[src/hw/rtl/tgc_pkg.sv]
// Package for the touchpad gesture classifier: field widths, event and
// register codes, reset values and shared structs. No dependencies.
package tgc_pkg;

    localparam int ACC_WIDTH_DEF = 24;

    localparam int FUNC_W      = 3;
    localparam int FINGER_W    = 4;
    localparam int DELTA_W     = 16;
    localparam int SCALE_W     = 16;
    localparam int SWIPE_THR_W = 20;
    localparam int PINCH_THR_W = 16;
    localparam int MASK_W      = 12;
    localparam int CFG_IDX_W   = 2;
    localparam int CFG_DATA_W  = 20;
    localparam int GFING_W     = 3;
    localparam int GDIR_W      = 2;
    localparam int GIDX_W      = 4;

    // event kinds
    localparam logic [FUNC_W-1:0] FUNC_SWIPE_BEGIN  = 3'd0;
    localparam logic [FUNC_W-1:0] FUNC_SWIPE_UPDATE = 3'd1;
    localparam logic [FUNC_W-1:0] FUNC_SWIPE_END    = 3'd2;
    localparam logic [FUNC_W-1:0] FUNC_PINCH_BEGIN  = 3'd3;
    localparam logic [FUNC_W-1:0] FUNC_PINCH_UPDATE = 3'd4;
    localparam logic [FUNC_W-1:0] FUNC_PINCH_END    = 3'd5;

    // register indexes
    localparam logic [CFG_IDX_W-1:0] REG_SWIPE_THR = 2'd0;
    localparam logic [CFG_IDX_W-1:0] REG_PINCH_THR = 2'd1;
    localparam logic [CFG_IDX_W-1:0] REG_ENABLE    = 2'd2;

    localparam logic [SWIPE_THR_W-1:0] SWIPE_THR_RST = 20'd640;
    localparam logic [PINCH_THR_W-1:0] PINCH_THR_RST = 16'd614;
    localparam logic [MASK_W-1:0]      ENABLE_RST    = 12'hFFF;
    localparam logic [SCALE_W-1:0]     SCALE_ONE     = 16'd4096;

    localparam logic [FINGER_W-1:0] FINGERS_THREE = 4'd3;
    localparam logic [FINGER_W-1:0] FINGERS_FOUR  = 4'd4;

    localparam logic KIND_SWIPE = 1'b0;
    localparam logic KIND_PINCH = 1'b1;

    // gesture directions
    localparam logic [GDIR_W-1:0] DIR_UP    = 2'd0;
    localparam logic [GDIR_W-1:0] DIR_DOWN  = 2'd1;
    localparam logic [GDIR_W-1:0] DIR_LEFT  = 2'd2;
    localparam logic [GDIR_W-1:0] DIR_RIGHT = 2'd3;
    localparam logic [GDIR_W-1:0] DIR_IN    = 2'd0;
    localparam logic [GDIR_W-1:0] DIR_OUT   = 2'd1;

    typedef struct packed {
        logic [SWIPE_THR_W-1:0] swipe_thr;
        logic [PINCH_THR_W-1:0] pinch_thr;
        logic [MASK_W-1:0]      enable;
    } cfg_t;

    typedef struct packed {
        logic [FUNC_W-1:0]         func;
        logic [FINGER_W-1:0]       finger_count;
        logic signed [DELTA_W-1:0] delta_x;
        logic signed [DELTA_W-1:0] delta_y;
        logic [SCALE_W-1:0]        pinch_scale;
    } event_t;

    typedef struct packed {
        logic               hit;
        logic               kind;
        logic [GFING_W-1:0] fingers;
        logic [GDIR_W-1:0]  direction;
        logic [GIDX_W-1:0]  index;
    } gesture_t;

endpackage

[src/hw/rtl/tgc_if.sv]
// Channel interfaces of the touchpad gesture classifier: events in,
// gestures out, register writes. Depends on tgc_pkg.
interface tgc_event_if;
    logic                                  valid;
    logic                                  ready;
    logic [tgc_pkg::FUNC_W-1:0]            func;
    logic [tgc_pkg::FINGER_W-1:0]          finger_count;
    logic signed [tgc_pkg::DELTA_W-1:0]    delta_x;
    logic signed [tgc_pkg::DELTA_W-1:0]    delta_y;
    logic [tgc_pkg::SCALE_W-1:0]           pinch_scale;

    modport source (output valid, func, finger_count, delta_x, delta_y, pinch_scale,
                    input ready);
    modport sink   (input valid, func, finger_count, delta_x, delta_y, pinch_scale,
                    output ready);
endinterface

interface tgc_gesture_if;
    logic                          valid;
    logic                          ready;
    logic                          gesture_kind;
    logic [tgc_pkg::GFING_W-1:0]   gesture_fingers;
    logic [tgc_pkg::GDIR_W-1:0]    gesture_direction;
    logic [tgc_pkg::GIDX_W-1:0]    gesture_index;

    modport source (output valid, gesture_kind, gesture_fingers, gesture_direction,
                    gesture_index, input ready);
    modport sink   (input valid, gesture_kind, gesture_fingers, gesture_direction,
                    gesture_index, output ready);
endinterface

interface tgc_cfg_if;
    logic                             valid;
    logic                             ready;
    logic [tgc_pkg::CFG_IDX_W-1:0]    index;
    logic [tgc_pkg::CFG_DATA_W-1:0]   data;

    modport source (output valid, index, data, input ready);
    modport sink   (input valid, index, data, output ready);
endinterface

[src/hw/rtl/touchpad_gesture_classifier.sv]
// Touchpad gesture classifier top level: event register, gesture state,
// classifier and result register. Depends on tgc_pkg, tgc_if, tgc_classify.
//
//  port     dir  interface        contents
//  evt      in   tgc_event_if     func, finger_count, delta_x, delta_y, pinch_scale
//  gesture  out  tgc_gesture_if   gesture_kind, gesture_fingers, gesture_direction,
//                                 gesture_index
//  cfg      in   tgc_cfg_if       index, data (0 swipe thr, 1 pinch thr, 2 enable)
//
// One event per cycle sustained unless a stalled word holds the event register.
// An accepted event sits in the event register, then updates the state and (for
// an end event) loads the result register; the gesture word is visible from then on.
// rst_n clears control state, the accumulators, the held finger count, the
// latched scale and the registers to their reset values.
// A stalled gesture word holds the event register only when the next event
// also produces a word; other events keep flowing. cfg is always ready.
module touchpad_gesture_classifier #(
    parameter int ACC_WIDTH = tgc_pkg::ACC_WIDTH_DEF
) (
    input  logic                   clk,
    input  logic                   rst_n,
    tgc_event_if.sink              evt,
    tgc_gesture_if.source          gesture,
    tgc_cfg_if.sink                cfg
);
    localparam int SumW = ACC_WIDTH + 1;

    tgc_pkg::cfg_t       cfg_reg;
    tgc_pkg::event_t     evt_reg;
    logic                evt_valid_reg;
    logic signed [ACC_WIDTH-1:0] sum_x_reg, sum_x_next;
    logic signed [ACC_WIDTH-1:0] sum_y_reg, sum_y_next;
    logic [tgc_pkg::SCALE_W-1:0]  scale_reg, scale_next;
    logic [tgc_pkg::FINGER_W-1:0] fingers_reg, fingers_next;
    tgc_pkg::gesture_t   res_reg;
    logic                res_valid_reg;

    tgc_pkg::gesture_t   cls;
    logic                swipe_end;
    logic                pinch_end;
    logic                advance;
    logic                evt_take;
    logic signed [SumW-1:0] add_x;
    logic signed [SumW-1:0] add_y;

    // saturate a widened sum back to the accumulator range
    function automatic logic signed [ACC_WIDTH-1:0] sat(input logic signed [SumW-1:0] v);
        logic signed [ACC_WIDTH-1:0] r;
        if (v[SumW-1] != v[SumW-2])
            r = v[SumW-1] ? {1'b1, {(ACC_WIDTH-1){1'b0}}} : {1'b0, {(ACC_WIDTH-1){1'b1}}};
        else
            r = v[ACC_WIDTH-1:0];
        return r;
    endfunction

    // ---- register port ----
    assign cfg.ready = 1'b1;

    always_ff @(posedge clk or negedge rst_n)
    begin
        if (!rst_n)
        begin
            cfg_reg.swipe_thr <= tgc_pkg::SWIPE_THR_RST;
            cfg_reg.pinch_thr <= tgc_pkg::PINCH_THR_RST;
            cfg_reg.enable    <= tgc_pkg::ENABLE_RST;
        end
        else if (cfg.valid)
        begin
            case (cfg.index)
                tgc_pkg::REG_SWIPE_THR: cfg_reg.swipe_thr <= cfg.data;
                tgc_pkg::REG_PINCH_THR:
                    cfg_reg.pinch_thr <= cfg.data[tgc_pkg::PINCH_THR_W-1:0];
                tgc_pkg::REG_ENABLE:
                    cfg_reg.enable <= cfg.data[tgc_pkg::MASK_W-1:0];
                default: ;
            endcase
        end
    end

    // ---- classification of the registered event ----
    assign swipe_end = evt_reg.func == tgc_pkg::FUNC_SWIPE_END;
    assign pinch_end = evt_reg.func == tgc_pkg::FUNC_PINCH_END;

    tgc_classify #(
        .ACC_WIDTH (ACC_WIDTH)
    ) u_classify (
        .swipe_end    (swipe_end),
        .pinch_end    (pinch_end),
        .sum_x        (sum_x_reg),
        .sum_y        (sum_y_reg),
        .last_scale   (scale_reg),
        .held_fingers (fingers_reg),
        .cfg          (cfg_reg),
        .gesture      (cls)
    );

    // event leaves the register unless it has a word and the slot is full
    assign advance  = evt_valid_reg && (!cls.hit || !res_valid_reg || gesture.ready);
    assign evt.ready = !evt_valid_reg || advance;
    assign evt_take  = evt.valid && evt.ready;

    assign add_x = SumW'(sum_x_reg) + SumW'(evt_reg.delta_x);
    assign add_y = SumW'(sum_y_reg) + SumW'(evt_reg.delta_y);

    always_comb
    begin
        sum_x_next   = sum_x_reg;
        sum_y_next   = sum_y_reg;
        scale_next   = scale_reg;
        fingers_next = fingers_reg;
        case (evt_reg.func)
            tgc_pkg::FUNC_SWIPE_BEGIN:
            begin
                sum_x_next   = '0;
                sum_y_next   = '0;
                fingers_next = evt_reg.finger_count;
            end
            tgc_pkg::FUNC_SWIPE_UPDATE:
            begin
                sum_x_next = sat(add_x);
                sum_y_next = sat(add_y);
            end
            tgc_pkg::FUNC_PINCH_BEGIN:
            begin
                scale_next   = tgc_pkg::SCALE_ONE;
                fingers_next = evt_reg.finger_count;
            end
            tgc_pkg::FUNC_PINCH_UPDATE: scale_next = evt_reg.pinch_scale;
            tgc_pkg::FUNC_SWIPE_END,
            tgc_pkg::FUNC_PINCH_END:    fingers_next = '0;
            default: ;
        endcase
    end

    always_ff @(posedge clk or negedge rst_n)
    begin
        if (!rst_n)
        begin
            evt_valid_reg <= 1'b0;
            sum_x_reg     <= '0;
            sum_y_reg     <= '0;
            scale_reg     <= tgc_pkg::SCALE_ONE;
            fingers_reg   <= '0;
            res_valid_reg <= 1'b0;
        end
        else
        begin
            if (evt.ready)
                evt_valid_reg <= evt.valid;
            if (advance)
            begin
                sum_x_reg   <= sum_x_next;
                sum_y_reg   <= sum_y_next;
                scale_reg   <= scale_next;
                fingers_reg <= fingers_next;
            end
            if (advance && cls.hit)
                res_valid_reg <= 1'b1;
            else if (gesture.ready)
                res_valid_reg <= 1'b0;
        end
    end

    // payload registers
    always_ff @(posedge clk)
    begin
        if (evt_take)
        begin
            evt_reg.func         <= evt.func;
            evt_reg.finger_count <= evt.finger_count;
            evt_reg.delta_x      <= evt.delta_x;
            evt_reg.delta_y      <= evt.delta_y;
            evt_reg.pinch_scale  <= evt.pinch_scale;
        end
        if (advance && cls.hit)
            res_reg <= cls;
    end

    assign gesture.valid             = res_valid_reg;
    assign gesture.gesture_kind      = res_reg.kind;
    assign gesture.gesture_fingers   = res_reg.fingers;
    assign gesture.gesture_direction = res_reg.direction;
    assign gesture.gesture_index     = res_reg.index;

endmodule

[src/hw/rtl/tgc_classify.sv]
// End-event classifier: thresholds, dominant axis, index and enable test.
// Depends on tgc_pkg.
module tgc_classify #(
    parameter int ACC_WIDTH = tgc_pkg::ACC_WIDTH_DEF
) (
    input  logic                              swipe_end,
    input  logic                              pinch_end,
    input  logic signed [ACC_WIDTH-1:0]       sum_x,
    input  logic signed [ACC_WIDTH-1:0]       sum_y,
    input  logic [tgc_pkg::SCALE_W-1:0]       last_scale,
    input  logic [tgc_pkg::FINGER_W-1:0]      held_fingers,
    input  tgc_pkg::cfg_t                     cfg,
    output tgc_pkg::gesture_t                 gesture
);
    localparam int CmpW = (ACC_WIDTH > tgc_pkg::SWIPE_THR_W) ? ACC_WIDTH
                                                             : tgc_pkg::SWIPE_THR_W;
    localparam int DW = tgc_pkg::SCALE_W + 1;

    logic                          fingers_ok;
    logic                          four;
    logic [ACC_WIDTH-1:0]          ax;
    logic [ACC_WIDTH-1:0]          ay;
    logic [CmpW-1:0]               ax_e;
    logic [CmpW-1:0]               ay_e;
    logic [CmpW-1:0]               thr_e;
    logic                          swipe_ok;
    logic [tgc_pkg::GDIR_W-1:0]    swipe_dir;
    logic signed [DW-1:0]          dev;
    logic [DW-1:0]                 adev;
    logic                          pinch_ok;
    logic [tgc_pkg::GIDX_W-1:0]    idx;
    logic [tgc_pkg::GDIR_W-1:0]    dir;

    assign fingers_ok = (held_fingers == tgc_pkg::FINGERS_THREE) ||
                        (held_fingers == tgc_pkg::FINGERS_FOUR);
    assign four = (held_fingers == tgc_pkg::FINGERS_FOUR);

    // magnitude of the most negative sum still fits unsigned
    assign ax    = sum_x[ACC_WIDTH-1] ? ACC_WIDTH'(-sum_x) : ACC_WIDTH'(sum_x);
    assign ay    = sum_y[ACC_WIDTH-1] ? ACC_WIDTH'(-sum_y) : ACC_WIDTH'(sum_y);
    assign ax_e  = CmpW'(ax);
    assign ay_e  = CmpW'(ay);
    assign thr_e = CmpW'(cfg.swipe_thr);
    assign swipe_ok = (ax_e > thr_e) || (ay_e > thr_e);

    // tie goes vertical; zero on the chosen axis reads as up / left
    always_comb
    begin
        if (ax > ay)
            swipe_dir = (!sum_x[ACC_WIDTH-1] && (sum_x != '0)) ? tgc_pkg::DIR_RIGHT
                                                                : tgc_pkg::DIR_LEFT;
        else
            swipe_dir = (!sum_y[ACC_WIDTH-1] && (sum_y != '0)) ? tgc_pkg::DIR_DOWN
                                                                : tgc_pkg::DIR_UP;
    end

    assign dev      = $signed({1'b0, last_scale}) - $signed({1'b0, tgc_pkg::SCALE_ONE});
    assign adev     = dev[DW-1] ? DW'(-dev) : DW'(dev);
    assign pinch_ok = adev > {1'b0, cfg.pinch_thr};

    always_comb
    begin
        if (pinch_end)
        begin
            // a hit implies a nonzero deviation, so the sign alone picks out
            dir = dev[DW-1] ? tgc_pkg::DIR_IN : tgc_pkg::DIR_OUT;
            idx = {2'b10, four, dir[0]};
        end
        else
        begin
            dir = swipe_dir;
            idx = {1'b0, four, swipe_dir};
        end
    end

    assign gesture.hit       = fingers_ok && cfg.enable[idx] &&
                               ((swipe_end && swipe_ok) || (pinch_end && pinch_ok));
    assign gesture.kind      = pinch_end ? tgc_pkg::KIND_PINCH : tgc_pkg::KIND_SWIPE;
    assign gesture.fingers   = held_fingers[tgc_pkg::GFING_W-1:0];
    assign gesture.direction = dir;
    assign gesture.index     = idx;

endmodule

[src/flat_wrapper.sv]
// flat-port wrapper written by rule: the top's interface ports become plain ports
module touchpad_gesture_classifier_flat 
#(
    parameter int ACC_WIDTH = tgc_pkg::ACC_WIDTH_DEF
)
  (clk, rst_n, evt_valid, evt_func, evt_finger_count, evt_delta_x, evt_delta_y, evt_pinch_scale, evt_ready, gesture_valid, gesture_gesture_kind, gesture_gesture_fingers, gesture_gesture_direction, gesture_gesture_index, gesture_ready, cfg_valid, cfg_index, cfg_data, cfg_ready);
  tgc_event_if evt_i ();
  tgc_gesture_if gesture_i ();
  tgc_cfg_if cfg_i ();
  input  logic clk;
  input  logic rst_n;
  input wire logic [$bits(evt_i.valid)-1:0] evt_valid;
  input wire logic [$bits(evt_i.func)-1:0] evt_func;
  input wire logic [$bits(evt_i.finger_count)-1:0] evt_finger_count;
  input wire logic [$bits(evt_i.delta_x)-1:0] evt_delta_x;
  input wire logic [$bits(evt_i.delta_y)-1:0] evt_delta_y;
  input wire logic [$bits(evt_i.pinch_scale)-1:0] evt_pinch_scale;
  output wire logic [$bits(evt_i.ready)-1:0] evt_ready;
  output wire logic [$bits(gesture_i.valid)-1:0] gesture_valid;
  output wire logic [$bits(gesture_i.gesture_kind)-1:0] gesture_gesture_kind;
  output wire logic [$bits(gesture_i.gesture_fingers)-1:0] gesture_gesture_fingers;
  output wire logic [$bits(gesture_i.gesture_direction)-1:0] gesture_gesture_direction;
  output wire logic [$bits(gesture_i.gesture_index)-1:0] gesture_gesture_index;
  input wire logic [$bits(gesture_i.ready)-1:0] gesture_ready;
  input wire logic [$bits(cfg_i.valid)-1:0] cfg_valid;
  input wire logic [$bits(cfg_i.index)-1:0] cfg_index;
  input wire logic [$bits(cfg_i.data)-1:0] cfg_data;
  output wire logic [$bits(cfg_i.ready)-1:0] cfg_ready;
  assign evt_i.valid = evt_valid;
  assign evt_i.func = evt_func;
  assign evt_i.finger_count = evt_finger_count;
  assign evt_i.delta_x = evt_delta_x;
  assign evt_i.delta_y = evt_delta_y;
  assign evt_i.pinch_scale = evt_pinch_scale;
  assign evt_ready = evt_i.ready;
  assign gesture_valid = gesture_i.valid;
  assign gesture_gesture_kind = gesture_i.gesture_kind;
  assign gesture_gesture_fingers = gesture_i.gesture_fingers;
  assign gesture_gesture_direction = gesture_i.gesture_direction;
  assign gesture_gesture_index = gesture_i.gesture_index;
  assign gesture_i.ready = gesture_ready;
  assign cfg_i.valid = cfg_valid;
  assign cfg_i.index = cfg_index;
  assign cfg_i.data = cfg_data;
  assign cfg_ready = cfg_i.ready;
  touchpad_gesture_classifier #(.ACC_WIDTH(ACC_WIDTH)) u_core (.clk(clk), .rst_n(rst_n), .evt(evt_i), .gesture(gesture_i), .cfg(cfg_i));
endmodule
[config.mk]
export PLATFORM = sky130hd
export DESIGN_NAME = touchpad_gesture_classifier_flat
export DESIGN_NICKNAME = d
export VERILOG_FILES = /design/src/hw/rtl/tgc_pkg.sv /design/src/hw/rtl/tgc_if.sv /design/src/hw/rtl/touchpad_gesture_classifier.sv /design/src/hw/rtl/tgc_classify.sv /design/src/flat_wrapper.sv
export SDC_FILE = /design/constraint.sdc
export NUM_CORES = 1
export LEC_CHECK = 0
export BUFFER_PORTS_ARGS = -buffer_cell sky130_fd_sc_hd__buf_4
export CORE_MARGIN = 2
export CORE_UTILIZATION = 50
export DETAILED_ROUTE_END_ITERATION = 8
export GPL_TIMING_DRIVEN = 0
export PLACE_DENSITY_LB_ADDON = 0.05
export SLEW_MARGIN = 25
export SYNTH_ARGS = -nofsm -noshare
export SYNTH_HDL_FRONTEND = slang
export SYNTH_HIERARCHICAL = 1
export SYNTH_SLANG_ARGS = --single-unit
[constraint.sdc]
create_clock -name clk -period 11.79 [get_ports clk]
set_input_delay 2.358 -clock clk [delete_from_list [all_inputs] [get_ports clk]]
set_output_delay 2.358 -clock clk [all_outputs]
set_load 0.01 [all_outputs]
==> run summary <==
Of all cell types, the one taking the most synthesized area is sky130_fd_sc_hd__dfrtp_1. The number of antenna-violating nets in the routed design is 0. In this design, the stage delay of the slowest critical-path cell is 0.57 ns. The clock latency at the later pin of the worst-skew pair came out at 0.44 ns.

The detailed placement HPWL came out at 24.2 mm. In this run the core area contains 57 standard-cell rows. The number of synthesized flops with an enable pin is 65.

The die outline width is 162 um. The number of hold violations in the final report is 0. Entering global routing, the biggest net connects 62 pins. After the last flow step, the layout net total stands at 1,532. The setup clock skew after layout is 0.0150 ns. The total power density per cell area came out at 258 nW/um^2. The cell count after placement came out at 1,620. The count of input and output buffers came out at 93.

The layout filler cell count came out at 2,139. The share of post-route cells with drive strength above 1 came out at 18.3%. The data required time of the critical path is 9.43 ns. The average wire length per cell after detail routing is 18.8 um. No sink is reached through more buffers than the 2 on the longest clock path.

Counting flops with an async set or reset pin after synthesis yields a share of 64.5%. CTS placed an instance of sky130_fd_sc_hd__clkbuf_16 at the clock tree root. The count of cells in the finished layout, fillers not included, comes to 1,652. The register with the most flip-flops in the layout has 55 of them. The number of setup violations in the final report is 0. The number of clock buffers added by TritonCTS is 17. The number of antenna violations at the first check in global routing came out at 0. The timing-limited maximum frequency came out at 114 MHz. The via count of the first global-routing pass came out at 9,369. The worst setup path is captured at an output pin. Each instance of the synthesized netlist takes up on average 10.4 sq um.

Clock-pin slew was measured on the worst setup and hold paths at 0.08 ns. The first global-routing pass estimated 49.9 mm of wire. The reported max-cap violation count is 0.

The post-cts sizing count came out at 0. The top cell type's share of synthesized area came out at 19.6%. The global placer's final weighted congestion is 0.885. The H-tree level count is 4.

The Yosys warning count is 6. The commonest cells after synthesis are sky130_fd_sc_hd__ha_1, sky130_fd_sc_hd__dfrtp_1, sky130_fd_sc_hd__inv_1. The overall fraction of global-route tracks in use is 24.3%. The number of iterations in the first detailed-routing pass came out at 5.

The path type of the worst min-delay path is flop to flop. The cell count after synthesis came out at 1,201. The via density per instance came out at 5.79. The first-iteration detailed-routing DRC count is 659. The count of hold buffers inserted by post-cts repair came out at 0. Before CTS, the worst setup slack after placement is 3.54 ns.

The pin slew with the least headroom to its limit came out at 0.959 ns. The CTS tree is built. In the finished design, the share of the clock period the worst path needs comes to 74.1%. The clock period could shrink to 8.74 ns. Summed over all cells, the static leakage comes to 6.48 nW. The floorplan step defined a die boundary enclosing 26,200 sq um. The most numerous cell in the Yosys netlist is sky130_fd_sc_hd__ha_1.

The combined buffer and inverter count along the critical path came out at 2. The synthesis-stage register bit count is 183. The overall die height is 162 um.

The overall routed net length is 31.0 mm. After detailed routing, the number of remaining DRC violations is 0. The starting density of the core came out at 51.2%.

The number of nets in the synthesized netlist is 1,418. Setup slack on the critical path of the routed design comes to 3.05 ns. The run finished with clean final reports.

Setup repair after global routing left no endpoint under its margin. The primary flip-flop cell chosen by synthesis mapping is sky130_fd_sc_hd__dfrtp_1. The worst pin sits at a relative slew slack of 35.5%. Ranked by total cell area, the synthesized netlist is headed by sky130_fd_sc_hd__dfrtp_1, sky130_fd_sc_hd__edfxtp_1, sky130_fd_sc_hd__ha_1.

From synthesis to final layout, the design area changed by 14.1%. The clock net in this run drives a total of 183 sinks. Traced cell by cell, the critical path runs through or4_4, or3_4, or4_4, buf_6, o41ai_1, xnor2_1, ha_1, nand4_1, nor2_1, a221oi_1, o211ai_1, o21ai_1, mux2_2, a2111oi_2, o21ai_0, a2111oi_2, nand3_1, buf_4. The kind of cell with the highest combined delay along the critical path is compound AO/OA/AOI/OAI gates. The post-synth design cell area came out at 12,500 sq um.

STA classifies the critical path startpoint as a flop. The number of buffers added for setup after CTS is 0. The worst setup path is of the flop to output pin kind. In the final timing run, aggregate negative setup slack is 0 ns. The netlist uses 85 different library cells.

The largest individual stage delay along the critical path comes from the cell sky130_fd_sc_hd__or4_4. The final count of pins violating max slew came to 0. The worst-case vdd ir drop came out at 109 uV. The number of antenna repair diodes came out at 0. The via count came out at 9,567. The share of the yosys chip area belonging to registers came out at 39.5%. The I/O pin total is 95. Of all nets on the critical path, the largest fanout is 8. The placeable core region came out at 24,400 sq um.

The critical path arrival is 6.38 ns. For this run the aggregate overflow at the end of global routing stands at 0. For flop-to-flop paths, the worst setup slack is 4.12 ns.
## layout make-up
type	count	area (sq um)	share of cell area (%)
clock buffers	17	425	2.99
inverters	85	319	2.24
repair buffers	95	753	5.29
clock inverters	15	176	1.24
flip-flops and latches	183	4930	34.6
plain buffers	48	239	1.68
well taps	324	405	2.85
multi-input cells	885	7000	49.1
## placed cells by master, fill, tap and decap left out, types with 51 or more instances in the layout
master,count
sky130_fd_sc_hd__dfrtp_1,98
sky130_fd_sc_hd__xnor2_1,65
sky130_fd_sc_hd__inv_1,85
sky130_fd_sc_hd__mux2_2,51
sky130_fd_sc_hd__ha_1,133
sky130_fd_sc_hd__o21ai_0,56
sky130_fd_sc_hd__buf_4,99
sky130_fd_sc_hd__a21oi_1,61
sky130_fd_sc_hd__nand2_1,67
sky130_fd_sc_hd__edfxtp_1,65
## worst paths after layout
kind,start,to,depth (start not counted)
min in group asynchronous,rst_n,u_core/scale_reg[5]$_DFFE_PN0P_,1
setup reg to reg,u_core/sum_x_reg[7]$_DFFE_PN0P_,u_core/sum_x_reg[8]$_DFFE_PN0P_,22
hold / removal,u_core/evt_reg[2]$_DFFE_PP_,u_core/scale_reg[2]$_DFFE_PN0P_,1
max in group asynchronous,rst_n,u_core/cfg_reg[6]$_DFFE_PN1P_,2
hold reg to reg,u_core/evt_reg[2]$_DFFE_PP_,u_core/scale_reg[2]$_DFFE_PN0P_,1
setup / recovery,u_core/sum_x_reg[7]$_DFFE_PN0P_,evt_ready,18
## through the flow
| step | hold WS (ns) | cell area [sq um] | utilization (%) | total power [mW] |
|---|---|---|---|---|
| after global routing | 0.500 | 14200 | 58.4 | 4.01 |
| after global placement | 0.454 | 13600 | 55.7 | 3.02 |
| final | 0.477 | 14200 | 58.4 | 3.68 |
| after floorplan | 0.445 | 12500 | - | 2.57 |
| after CTS | 0.478 | 14200 | 58.4 | 3.68 |
| after detailed placement | 0.461 | 13600 | 55.9 | 3.08 |
## power by group
| part | internal [mW] | leakage [nW] | switching (mW) |
|---|---|---|---|
| Combinational | 0.940 | 4.11 | 1.16 |
| Clock | 0.287 | 0.291 | 0.295 |
| Sequential | 0.812 | 2.08 | 0.186 |
## metal layers
metal / wire, um / GRT usage, % / vias to the layer above
li1: - / - / 4730
met1: 14800 / 33.5 / 4617
met2: 14500 / 40.5 / 185
met4: 483 / 5.31 / 0
met5: 0 / 0 / -
met3: 1250 / 4.09 / 35
## cells by family after synthesis
group                      Yosys count  share of synthesized area, %
AOI/OAI and AO/OA                  329                          19.6
xor gates and xnor gates            94                          6.60
adders and majority gates          135                          13.7
buffers and inverters              133                          4.47
DFF                                183                          39.5
muxes                               53                          4.76
other                                1                        0.0300
and+or+nand+nor                    273                          11.4
## worst reg2reg max path, delay by kind of cell, from the launching register on
family,cells,cell delay [ns]
compound gates,8,2.50
simple gates,8,2.48
buf+inv,3,1.12
mux,1,0.50
flops,1,0.47
fa+ha+maj,1,0.31
xor+xnor,1,0.24
Note: power is estimated with default switching activity, not from simulation.
